===== src/sv/swm_pkg.sv =====
package swm_pkg;

    localparam int WINDOW_MAX_DEF   = 64;
    localparam int SAMPLE_WIDTH_DEF = 16;

    localparam int                      WINDOW_LEN_W     = 7;
    localparam logic [WINDOW_LEN_W-1:0] WINDOW_LEN_RESET = 7'd3;

    // Controls broadcast to every candidate cell for one transfer.
    typedef struct packed {
        logic accept;
        logic first;
        logic retire;
        logic full;
    } swm_ctrl_t;

endpackage


===== src/sv/swm_cell.sv =====
module swm_cell #(
    parameter int SAMPLE_WIDTH = swm_pkg::SAMPLE_WIDTH_DEF
) (
    input  logic                           aclk,
    input  logic                           aresetn,
    input  swm_pkg::swm_ctrl_t             ctrl,
    input  logic signed [SAMPLE_WIDTH-1:0] sample,
    input  logic                           prev_keep,
    input  logic                           next_valid,
    input  logic signed [SAMPLE_WIDTH-1:0] next_value,
    output logic                           valid,
    output logic signed [SAMPLE_WIDTH-1:0] value,
    output logic                           keep
);
    import swm_pkg::*;

    logic                           valid_reg;
    logic                           valid_next;
    logic signed [SAMPLE_WIDTH-1:0] value_reg;
    logic signed [SAMPLE_WIDTH-1:0] value_next;
    logic                           shifted_valid;
    logic signed [SAMPLE_WIDTH-1:0] shifted_value;

    always_comb begin
        shifted_valid = ctrl.first ? 1'b0 : (ctrl.retire ? next_valid : valid_reg);
        shifted_value = ctrl.retire ? next_value : value_reg;
        keep          = shifted_valid && !(shifted_value < sample);

        valid_next = valid_reg;
        value_next = value_reg;
        if (ctrl.accept) begin
            if (ctrl.full) begin
                // The queue is full of kept candidates: the oldest one goes.
                valid_next = 1'b1;
                value_next = next_value;
            end else begin
                valid_next = keep || prev_keep;
                value_next = keep ? shifted_value : sample;
            end
        end
    end

    always_ff @(posedge aclk) begin
        if (!aresetn) begin
            valid_reg <= 1'b0;
        end else begin
            valid_reg <= valid_next;
        end
        value_reg <= value_next;
    end

    assign valid = valid_reg;
    assign value = value_reg;

endmodule


===== src/sv/swm_history.sv =====
module swm_history #(
    parameter int DEPTH        = swm_pkg::WINDOW_MAX_DEF,
    parameter int DATA_WIDTH   = swm_pkg::SAMPLE_WIDTH_DEF,
    parameter int ADDR_W       = 6
) (
    input  logic                  aclk,
    input  logic                  wr_en,
    input  logic [ADDR_W-1:0]     wr_addr,
    input  logic [DATA_WIDTH-1:0] wr_data,
    input  logic [ADDR_W-1:0]     rd_addr,
    output logic [DATA_WIDTH-1:0] rd_data
);
    import swm_pkg::*;

    logic [DATA_WIDTH-1:0] mem [DEPTH];
    logic [DATA_WIDTH-1:0] rd_data_reg;

    always_ff @(posedge aclk) begin
        if (wr_en) begin
            mem[wr_addr] <= wr_data;
        end
    end

    // A read of the slot being written returns the new sample.
    always_ff @(posedge aclk) begin
        if (wr_en && (rd_addr == wr_addr)) begin
            rd_data_reg <= wr_data;
        end else begin
            rd_data_reg <= mem[rd_addr];
        end
    end

    assign rd_data = rd_data_reg;

endmodule


===== src/sv/sliding_window_maximum.sv =====
// Sliding-window maximum of a stream of signed samples. One sample transfer is
// taken per clock while s_ready is high; each accepted sample updates a row of
// WINDOW_MAX candidate cells that form a non-increasing queue, and the result of
// a transfer is offered on the m_ channel from the next cycle on. A sample with
// s_first set starts a new stream, and the first len-1 samples of a stream give
// no result, where len is window_len clamped to 1..WINDOW_MAX. The sample leaving
// the window is prefetched from a history memory, so after reset and after
// every write of window_len the input stays not ready while that read settles.
module sliding_window_maximum #(
    parameter int WINDOW_MAX   = swm_pkg::WINDOW_MAX_DEF,
    parameter int SAMPLE_WIDTH = swm_pkg::SAMPLE_WIDTH_DEF
) (
    input  logic                                   aclk,
    input  logic                                   aresetn,
    input  logic                                   cfg_wr_en,
    input  logic [swm_pkg::WINDOW_LEN_W-1:0]       cfg_wr_data,
    input  logic                                   s_valid,
    output logic                                   s_ready,
    input  logic signed [SAMPLE_WIDTH-1:0]         s_sample,
    input  logic                                   s_first,
    output logic                                   m_valid,
    input  logic                                   m_ready,
    output logic signed [SAMPLE_WIDTH-1:0]         m_window_max
);
    import swm_pkg::*;

    localparam int CNT_W = $clog2(WINDOW_MAX + 1);
    localparam int PTR_W = (WINDOW_MAX > 1) ? $clog2(WINDOW_MAX) : 1;
    localparam int EXT_W = (WINDOW_LEN_W > CNT_W) ? WINDOW_LEN_W : CNT_W;
    localparam int IDX_W = CNT_W + 1;

    logic [WINDOW_LEN_W-1:0] window_len_reg;
    logic [PTR_W-1:0]        ptr_reg;
    logic [PTR_W-1:0]        ptr_next;
    logic [CNT_W-1:0]        fill_reg;
    logic [CNT_W-1:0]        fill_next;
    logic [CNT_W-1:0]        fill_base;
    logic                    rd_ok_reg;
    logic                    m_valid_reg;
    logic                    m_valid_next;

    logic [EXT_W-1:0]        len_ext;
    logic [CNT_W-1:0]        len;
    logic [IDX_W-1:0]        rd_idx;
    logic [PTR_W-1:0]        rd_addr;
    logic [SAMPLE_WIDTH-1:0] hist_rdata;

    logic      accept;
    swm_ctrl_t ctrl;

    logic                           cell_valid [WINDOW_MAX];
    logic signed [SAMPLE_WIDTH-1:0] cell_value [WINDOW_MAX];
    logic                           cell_keep  [WINDOW_MAX];

    always_comb begin
        len_ext = EXT_W'(window_len_reg);
        if (len_ext == '0) begin
            len = CNT_W'(1);
        end else if (len_ext > EXT_W'(WINDOW_MAX)) begin
            len = CNT_W'(WINDOW_MAX);
        end else begin
            len = CNT_W'(len_ext);
        end
    end

    assign s_ready = rd_ok_reg && (!m_valid_reg || m_ready);
    assign accept  = s_valid && s_ready;

    always_comb begin
        fill_base = s_first ? '0 : fill_reg;
        fill_next = (fill_base < len) ? fill_base + CNT_W'(1) : fill_base;

        ctrl.accept = accept;
        ctrl.first  = s_first;
        ctrl.retire = !s_first && (fill_reg >= len) && cell_valid[0]
                      && (cell_value[0] == $signed(hist_rdata));
        ctrl.full   = cell_keep[WINDOW_MAX-1];

        if (!accept) begin
            ptr_next = ptr_reg;
        end else if (ptr_reg == PTR_W'(WINDOW_MAX - 1)) begin
            ptr_next = '0;
        end else begin
            ptr_next = ptr_reg + PTR_W'(1);
        end

        if (IDX_W'(ptr_next) >= IDX_W'(len)) begin
            rd_idx = IDX_W'(ptr_next) - IDX_W'(len);
        end else begin
            rd_idx = IDX_W'(ptr_next) + IDX_W'(WINDOW_MAX) - IDX_W'(len);
        end
        rd_addr = rd_idx[PTR_W-1:0];

        if (accept) begin
            m_valid_next = (fill_next >= len);
        end else if (m_ready) begin
            m_valid_next = 1'b0;
        end else begin
            m_valid_next = m_valid_reg;
        end
    end

    always_ff @(posedge aclk) begin
        if (!aresetn) begin
            window_len_reg <= WINDOW_LEN_RESET;
            ptr_reg        <= '0;
            fill_reg       <= '0;
            rd_ok_reg      <= 1'b0;
            m_valid_reg    <= 1'b0;
        end else begin
            if (cfg_wr_en) begin
                window_len_reg <= cfg_wr_data;
            end
            ptr_reg     <= ptr_next;
            rd_ok_reg   <= !cfg_wr_en;
            m_valid_reg <= m_valid_next;
            if (accept) begin
                fill_reg <= fill_next;
            end
        end
    end

    swm_history #(
        .DEPTH      (WINDOW_MAX),
        .DATA_WIDTH (SAMPLE_WIDTH),
        .ADDR_W     (PTR_W)
    ) u_history (
        .aclk    (aclk),
        .wr_en   (accept),
        .wr_addr (ptr_reg),
        .wr_data (s_sample),
        .rd_addr (rd_addr),
        .rd_data (hist_rdata)
    );

    for (genvar i = 0; i < WINDOW_MAX; i++) begin : g_cell
        logic                           prev_keep;
        logic                           next_valid;
        logic signed [SAMPLE_WIDTH-1:0] next_value;

        if (i == 0) begin : g_head
            assign prev_keep = 1'b1;
        end else begin : g_body
            assign prev_keep = cell_keep[i-1];
        end

        if (i == WINDOW_MAX - 1) begin : g_tail
            assign next_valid = 1'b0;
            assign next_value = s_sample;
        end else begin : g_link
            assign next_valid = cell_valid[i+1];
            assign next_value = cell_value[i+1];
        end

        swm_cell #(
            .SAMPLE_WIDTH (SAMPLE_WIDTH)
        ) u_cell (
            .aclk       (aclk),
            .aresetn    (aresetn),
            .ctrl       (ctrl),
            .sample     (s_sample),
            .prev_keep  (prev_keep),
            .next_valid (next_valid),
            .next_value (next_value),
            .valid      (cell_valid[i]),
            .value      (cell_value[i]),
            .keep       (cell_keep[i])
        );
    end

    assign m_valid      = m_valid_reg;
    assign m_window_max = cell_value[0];

endmodule

===== config.mk =====
export PLATFORM = sky130hd
export DESIGN_NAME = sliding_window_maximum
export DESIGN_NICKNAME = d
export VERILOG_FILES = /design/src/sv/swm_pkg.sv /design/src/sv/swm_cell.sv /design/src/sv/swm_history.sv /design/src/sv/sliding_window_maximum.sv
export SDC_FILE = /design/constraint.sdc
export NUM_CORES = 2
export LEC_CHECK = 0
export BUFFER_PORTS_ARGS = -buffer_cell sky130_fd_sc_hd__buf_2
export CORE_MARGIN = 2
export CORE_UTILIZATION = 55
export CTS_CLUSTER_SIZE = 20
export DETAILED_ROUTE_END_ITERATION = 10
export GPL_TIMING_DRIVEN = 0
export HOLD_SLACK_MARGIN = 0.05
export PLACE_DENSITY = 0.73
export SETUP_SLACK_MARGIN = 0.3
export SYNTH_ARGS = -nofsm -noshare
export SYNTH_HDL_FRONTEND = slang
export SYNTH_HIERARCHICAL = 1
export SYNTH_SLANG_ARGS = --single-unit
export TNS_END_PERCENT = 50

===== constraint.sdc =====
create_clock -name aclk -period 19.5 [get_ports aclk]
set_clock_uncertainty 0.1 [all_clocks]
set_input_delay 1.95 -clock aclk [delete_from_list [all_inputs] [get_ports aclk]]
set_output_delay 1.95 -clock aclk [all_outputs]
set_load 0.1 [all_outputs]

After elaboration in Yosys (flattened, before gate mapping):

Memory sizes are Yosys's and may differ from the RTL's. A register that Yosys moved wholly into a read port is not among the register bits.
Cells that the tools add are included.

* add/subtract/negate cells: 5
* magnitude comparators: 69
* equality and inequality tests: 2
* multiplexer cells: 392
* reductions and logical operators: 202

Operators by type and width (count)
* $mux W16: 190
* $lt A16 B16 Y1: 64
* $mux W1: 195
* $logic_and A1 B1 Y1: 69
* $logic_not A1 Y1: 67
* $logic_or A1 B1 Y1: 64
* $mux W7: 4
* $mux W6: 3
* $eq A16 B16 Y1: 1
* $ge A7 B7 Y1: 2
* $add A6 B1 Y6 const B: 2
* $sub A6 B6 Y6: 2
* $add A7 B1 Y7 const B: 1
* $ge A6 B7 Y1: 1
* $gt A7 B7 Y1 const B: 1
* $logic_not A7 Y1: 1
* $lt A7 B7 Y1: 1
* $eq A6 B6 Y1 const B: 1
* $reduce_bool A2 Y1: 1

* register bits: 1110
* memory bits (writable): 1024
* input port bits: 29
* output and inout port bits: 18
* word-level logic and storage cells: 804
* memories: 1

Memories
* u_history.mem: depth 64, width 16, rd ports 1, clocked after Yosys merged registers in 1, wr ports 1, RTL line swm_history.sv:15 `logic [DATA_WIDTH-1:0] mem [DEPTH];`

Depth between registers and ports, before layout:

* depth in word-level cells: 13
* mapped depth: 30
* depth with buffers taken out: 21

Modules after synthesis:

Netlist, hierarchy kept.

Modules (own cells, without submodules)
* swm_cell (g_cell[13].u_cell ...): times used 36, cells each 149, area each 1458.9 um^2, seq. area each 500.5 um^2
* swm_history: times used 1, cells each 1825, area each 39873.2 um^2, seq. area each 30869.6 um^2
* swm_cell (g_cell[53].u_cell ...): times used 14, cells each 151, area each 1482.7 um^2, seq. area each 500.5 um^2
* swm_cell (g_cell[0].u_cell ...): times used 10, cells each 177, area each 1766.7 um^2, seq. area each 500.5 um^2
* swm_cell (g_cell[28].u_cell ...): times used 2, cells each 150, area each 1503.9 um^2, seq. area each 500.5 um^2
* sliding_window_maximum: times used 1, cells each 238, area each 1935.6 um^2, seq. area each 440.4 um^2
* swm_cell (g_cell[21].u_cell): times used 1, cells each 177, area each 1794.2 um^2, seq. area each 500.5 um^2
* swm_cell (g_cell[8].u_cell): times used 1, cells each 150, area each 1495.2 um^2, seq. area each 500.5 um^2

Worst setup path before layout:

OpenSTA, ideal clock, no wires.

* path kind: input to register
* start: in m_ready
* end: reg (tool-made name)
* library setup time: 0.118 ns
* arrival time: 19.475 ns
* required time: 19.282 ns
* setup slack: -0.194 ns
* cell stages on the path: 11
* path buffers: 1
* cell sequence: nand2b_1 -> and2_1 -> nand2_2 -> inv_1 -> buf_2 -> mux2i_1 -> fa_1 -> nand2b_1 -> a21oi_1 -> nor2_1 -> xnor2_1

RTL lines
* start, declared: RTL line sliding_window_maximum.sv:22 `input logic m_ready,`

==> run metrics <==
DP Cell Count 15.4k; most common library cells after synthesis edfxtp_1 (2048), nand2_1 (1313), inv_1 (1089); post-synthesis cell type count 94; Synth async-reset ratio 0%; final hold viol count 0; top cells by area, synth edfxtp_1 (44%), ha_1 (8.9%), mux2i_1 (7.1%); gr ovfl total 0; # port buffers 45; # hold bufs at CTS 0; crit path kind reg2reg; full die area between 200000 and 300000 µm²; met3 Use GR under 10%; slowest stage cell, crit path nand4_1; Row Count 184; Worst Path Required about 20 ns; Hold Path Origin fill_reg[1]$_SDFFE_PN0P_; vias in the first global route 104k; met1 Use GR 39.4%; crit path max fanout 165; clock root cell clkbuf_16; Pwr Density between 70 and 80 nW/µm²; Worst EP arrival 11.21 ns; Max transition margin between 10% and 20%; first-pass GRT wire length approximately 600000 µm; HPWL reported at the end of detailed placement between 200000 and 300000 µm; Layout area overhead 10.3%; Top Usage Layer GRT met2; fin crit share 54.8%; worst path bufs/invs 12; Core Box Area 251000 µm²; H-tree lvl count 4; DRC 0; Final Setup Violations 0; met2 usage 48.6%; Worst-Margin Slew between 1 and 1.5 ns; WL/cell 24.8 µm; top_reg_cell synth edfxtp_1; cell area after layout 153000 µm²; outcome finished clean; TritonRoute pass-1 iters 9; Worst-Skew Late Latency 0.97 ns; Post-DRT Antenna Nets 0; Slew Viols, Final 0; Initial Utilization 55.3%; TritonCTS buffer count 232; share of cells above drive strength 1 between 15 and 20%; CTS max path bufs 3; maximum VDD drop between 0.00008 and 0.00009 V; Top delay family on crit path buffers and inverters; slowest stage delay, CP 0.75 ns; initial antenna violation count 11; leakage roughly 54 nW; Syn Nets approximately 13k; fmax roughly 93 MHz; gr usage total 29.8%; max cap viols 0; post_cts resized 0; Die Height 507 µm; Final min period 10.70 ns; initial drt markers roughly 11k; most common cell in the netlist edfxtp_1; Post-synth EDFFs 2048; hold crit path type reg2reg; clk sinks between 2k and 2.5k; RSZ-0062 raised after global routing false; fin cells about 16k; drt via density 6.51; Seq/Total Area, Yosys between 40 and 50%; synthesized area 139000 µm²; DR vias 103k; CTS tree done; die width roughly 500 µm; worst hold margin about 0.41 ns; syn avg cell area 11.6 µm²; yosys warns 6; nets 13.3k; Post-Syn Instances 11.9k; CP startpoint kind flop; Synth top area share 44.2%; clock transition at the registers of the reported paths around 0.06 ns; RePlAce Congestion 0.905; routed wire length 393000 µm; post-CTS setup buffers 0; IO Count 47; Critical Path End Type flop; placed instance area between 100000 and 150000 µm²; # fillers 19.3k; largest net degree at the start of global routing 188; Yosys reg bits ~2.1k; Yosys top cell by area edfxtp_1
worst register-to-register path, delay by kind of cell (launching register included):
family	cells	cell delay (ns)
compound gates	6	1.66
xor+xnor	1	0.22
fa+ha+maj	1	0.36
buf+inv	12	4.67
flops	1	0.58
mux	2	0.80
simple gates	7	1.98
cells in the final DEF, fill, tap and decap left out, types with 218 or more instances in the layout:
cell / Yosys / layout
ha_1: 987 / 987
nor2_1: 277 / 224
mux4_2: 218 / 218
a211oi_1: 379 / 379
mux2_1: 222 / 222
nand2_1: 1313 / 1313
inv_1: 1089 / 1089
o21ai_1: 575 / 575
edfxtp_1: 2048 / 2048
clkbuf_1: 303 / 347
mux2i_1: 981 / 981
a21oi_1: 312 / 311
mux2_2: 766 / 766
clkbuf_16: 0 / 233
o21ai_0: 375 / 375
report_power, final:
group          switching [mW]  leakage (nW)  internal (mW)
registers              0.0873          19.4           5.15
clock network            1.96          3.82           2.58
logic                    1.10          30.7          0.680
total                    3.14          53.9           8.41
logic make-up (layout without fill, tap and decap cells):
group                    after synthesis  after routing  share of synthesized area [%]
AO/OA/AOI/OAI                       2561           2561                           12.9
XOR/XNOR                              27             27                          0.170
adder cells (fa/ha/maj)              988            988                           8.90
buffers and inverters               1731           2297                           5.97
flip-flops                          2140           2140                           45.6
multiplexers                        2196           2196                           18.8
other                                  2              4                        0.00540
AND/OR/NAND/NOR                     2293           2293                           7.75
metal layers:
metal	wire, µm	part of all wire [%]	vias to the layer above
li1	-	-	46100
met1	157000	40	51100
met2	185000	47	4918
met3	34300	8.7	1085
met4	17100	4.3	12
met5	163	0.041	-
final cells by class:
cell class              instances  area (µm²)  area share (%)
repair buffers                129        2080            1.36
multi-input cells            8067       67600            44.1
well taps                    3348        4190            2.73
flip-flops and latches       2140       63300            41.3
clock buffers                 299        6300            4.11
diodes                          2        5.00         0.00326
inverters                    1128        4330            2.82
clock inverters               138        1580            1.03
plain buffers                 603        4000            2.60
final timing paths:
kind / slack, ns / depth (start not counted) / endpoint
setup / recovery: 8.80 / 29 / g_cell[0].u_cell/value[8]$_DFFE_PP_
hold / removal: 0.41 / 2 / fill_reg[1]$_SDFFE_PN0P_
setup reg to reg: 8.80 / 29 / g_cell[0].u_cell/value[8]$_DFFE_PP_
hold reg to reg: 0.41 / 2 / fill_reg[1]$_SDFFE_PN0P_
stage by stage:
step | utilization [%] | worst slack, ns | TNS (ns) | total power [mW]
floorplan | - | 6.38 | 0 | 6.45
global placement | 57.1 | -2.16 | -1837.33 | 7.07
detailed placement | 57.9 | 9.28 | 0 | 7.06
CTS | 61.0 | 9.27 | 0 | 11.6
global route | 61.0 | 8.64 | 0 | 11.9
finish | 61.0 | 8.80 | 0 | 11.6
(Power assumes the default switching activity.)
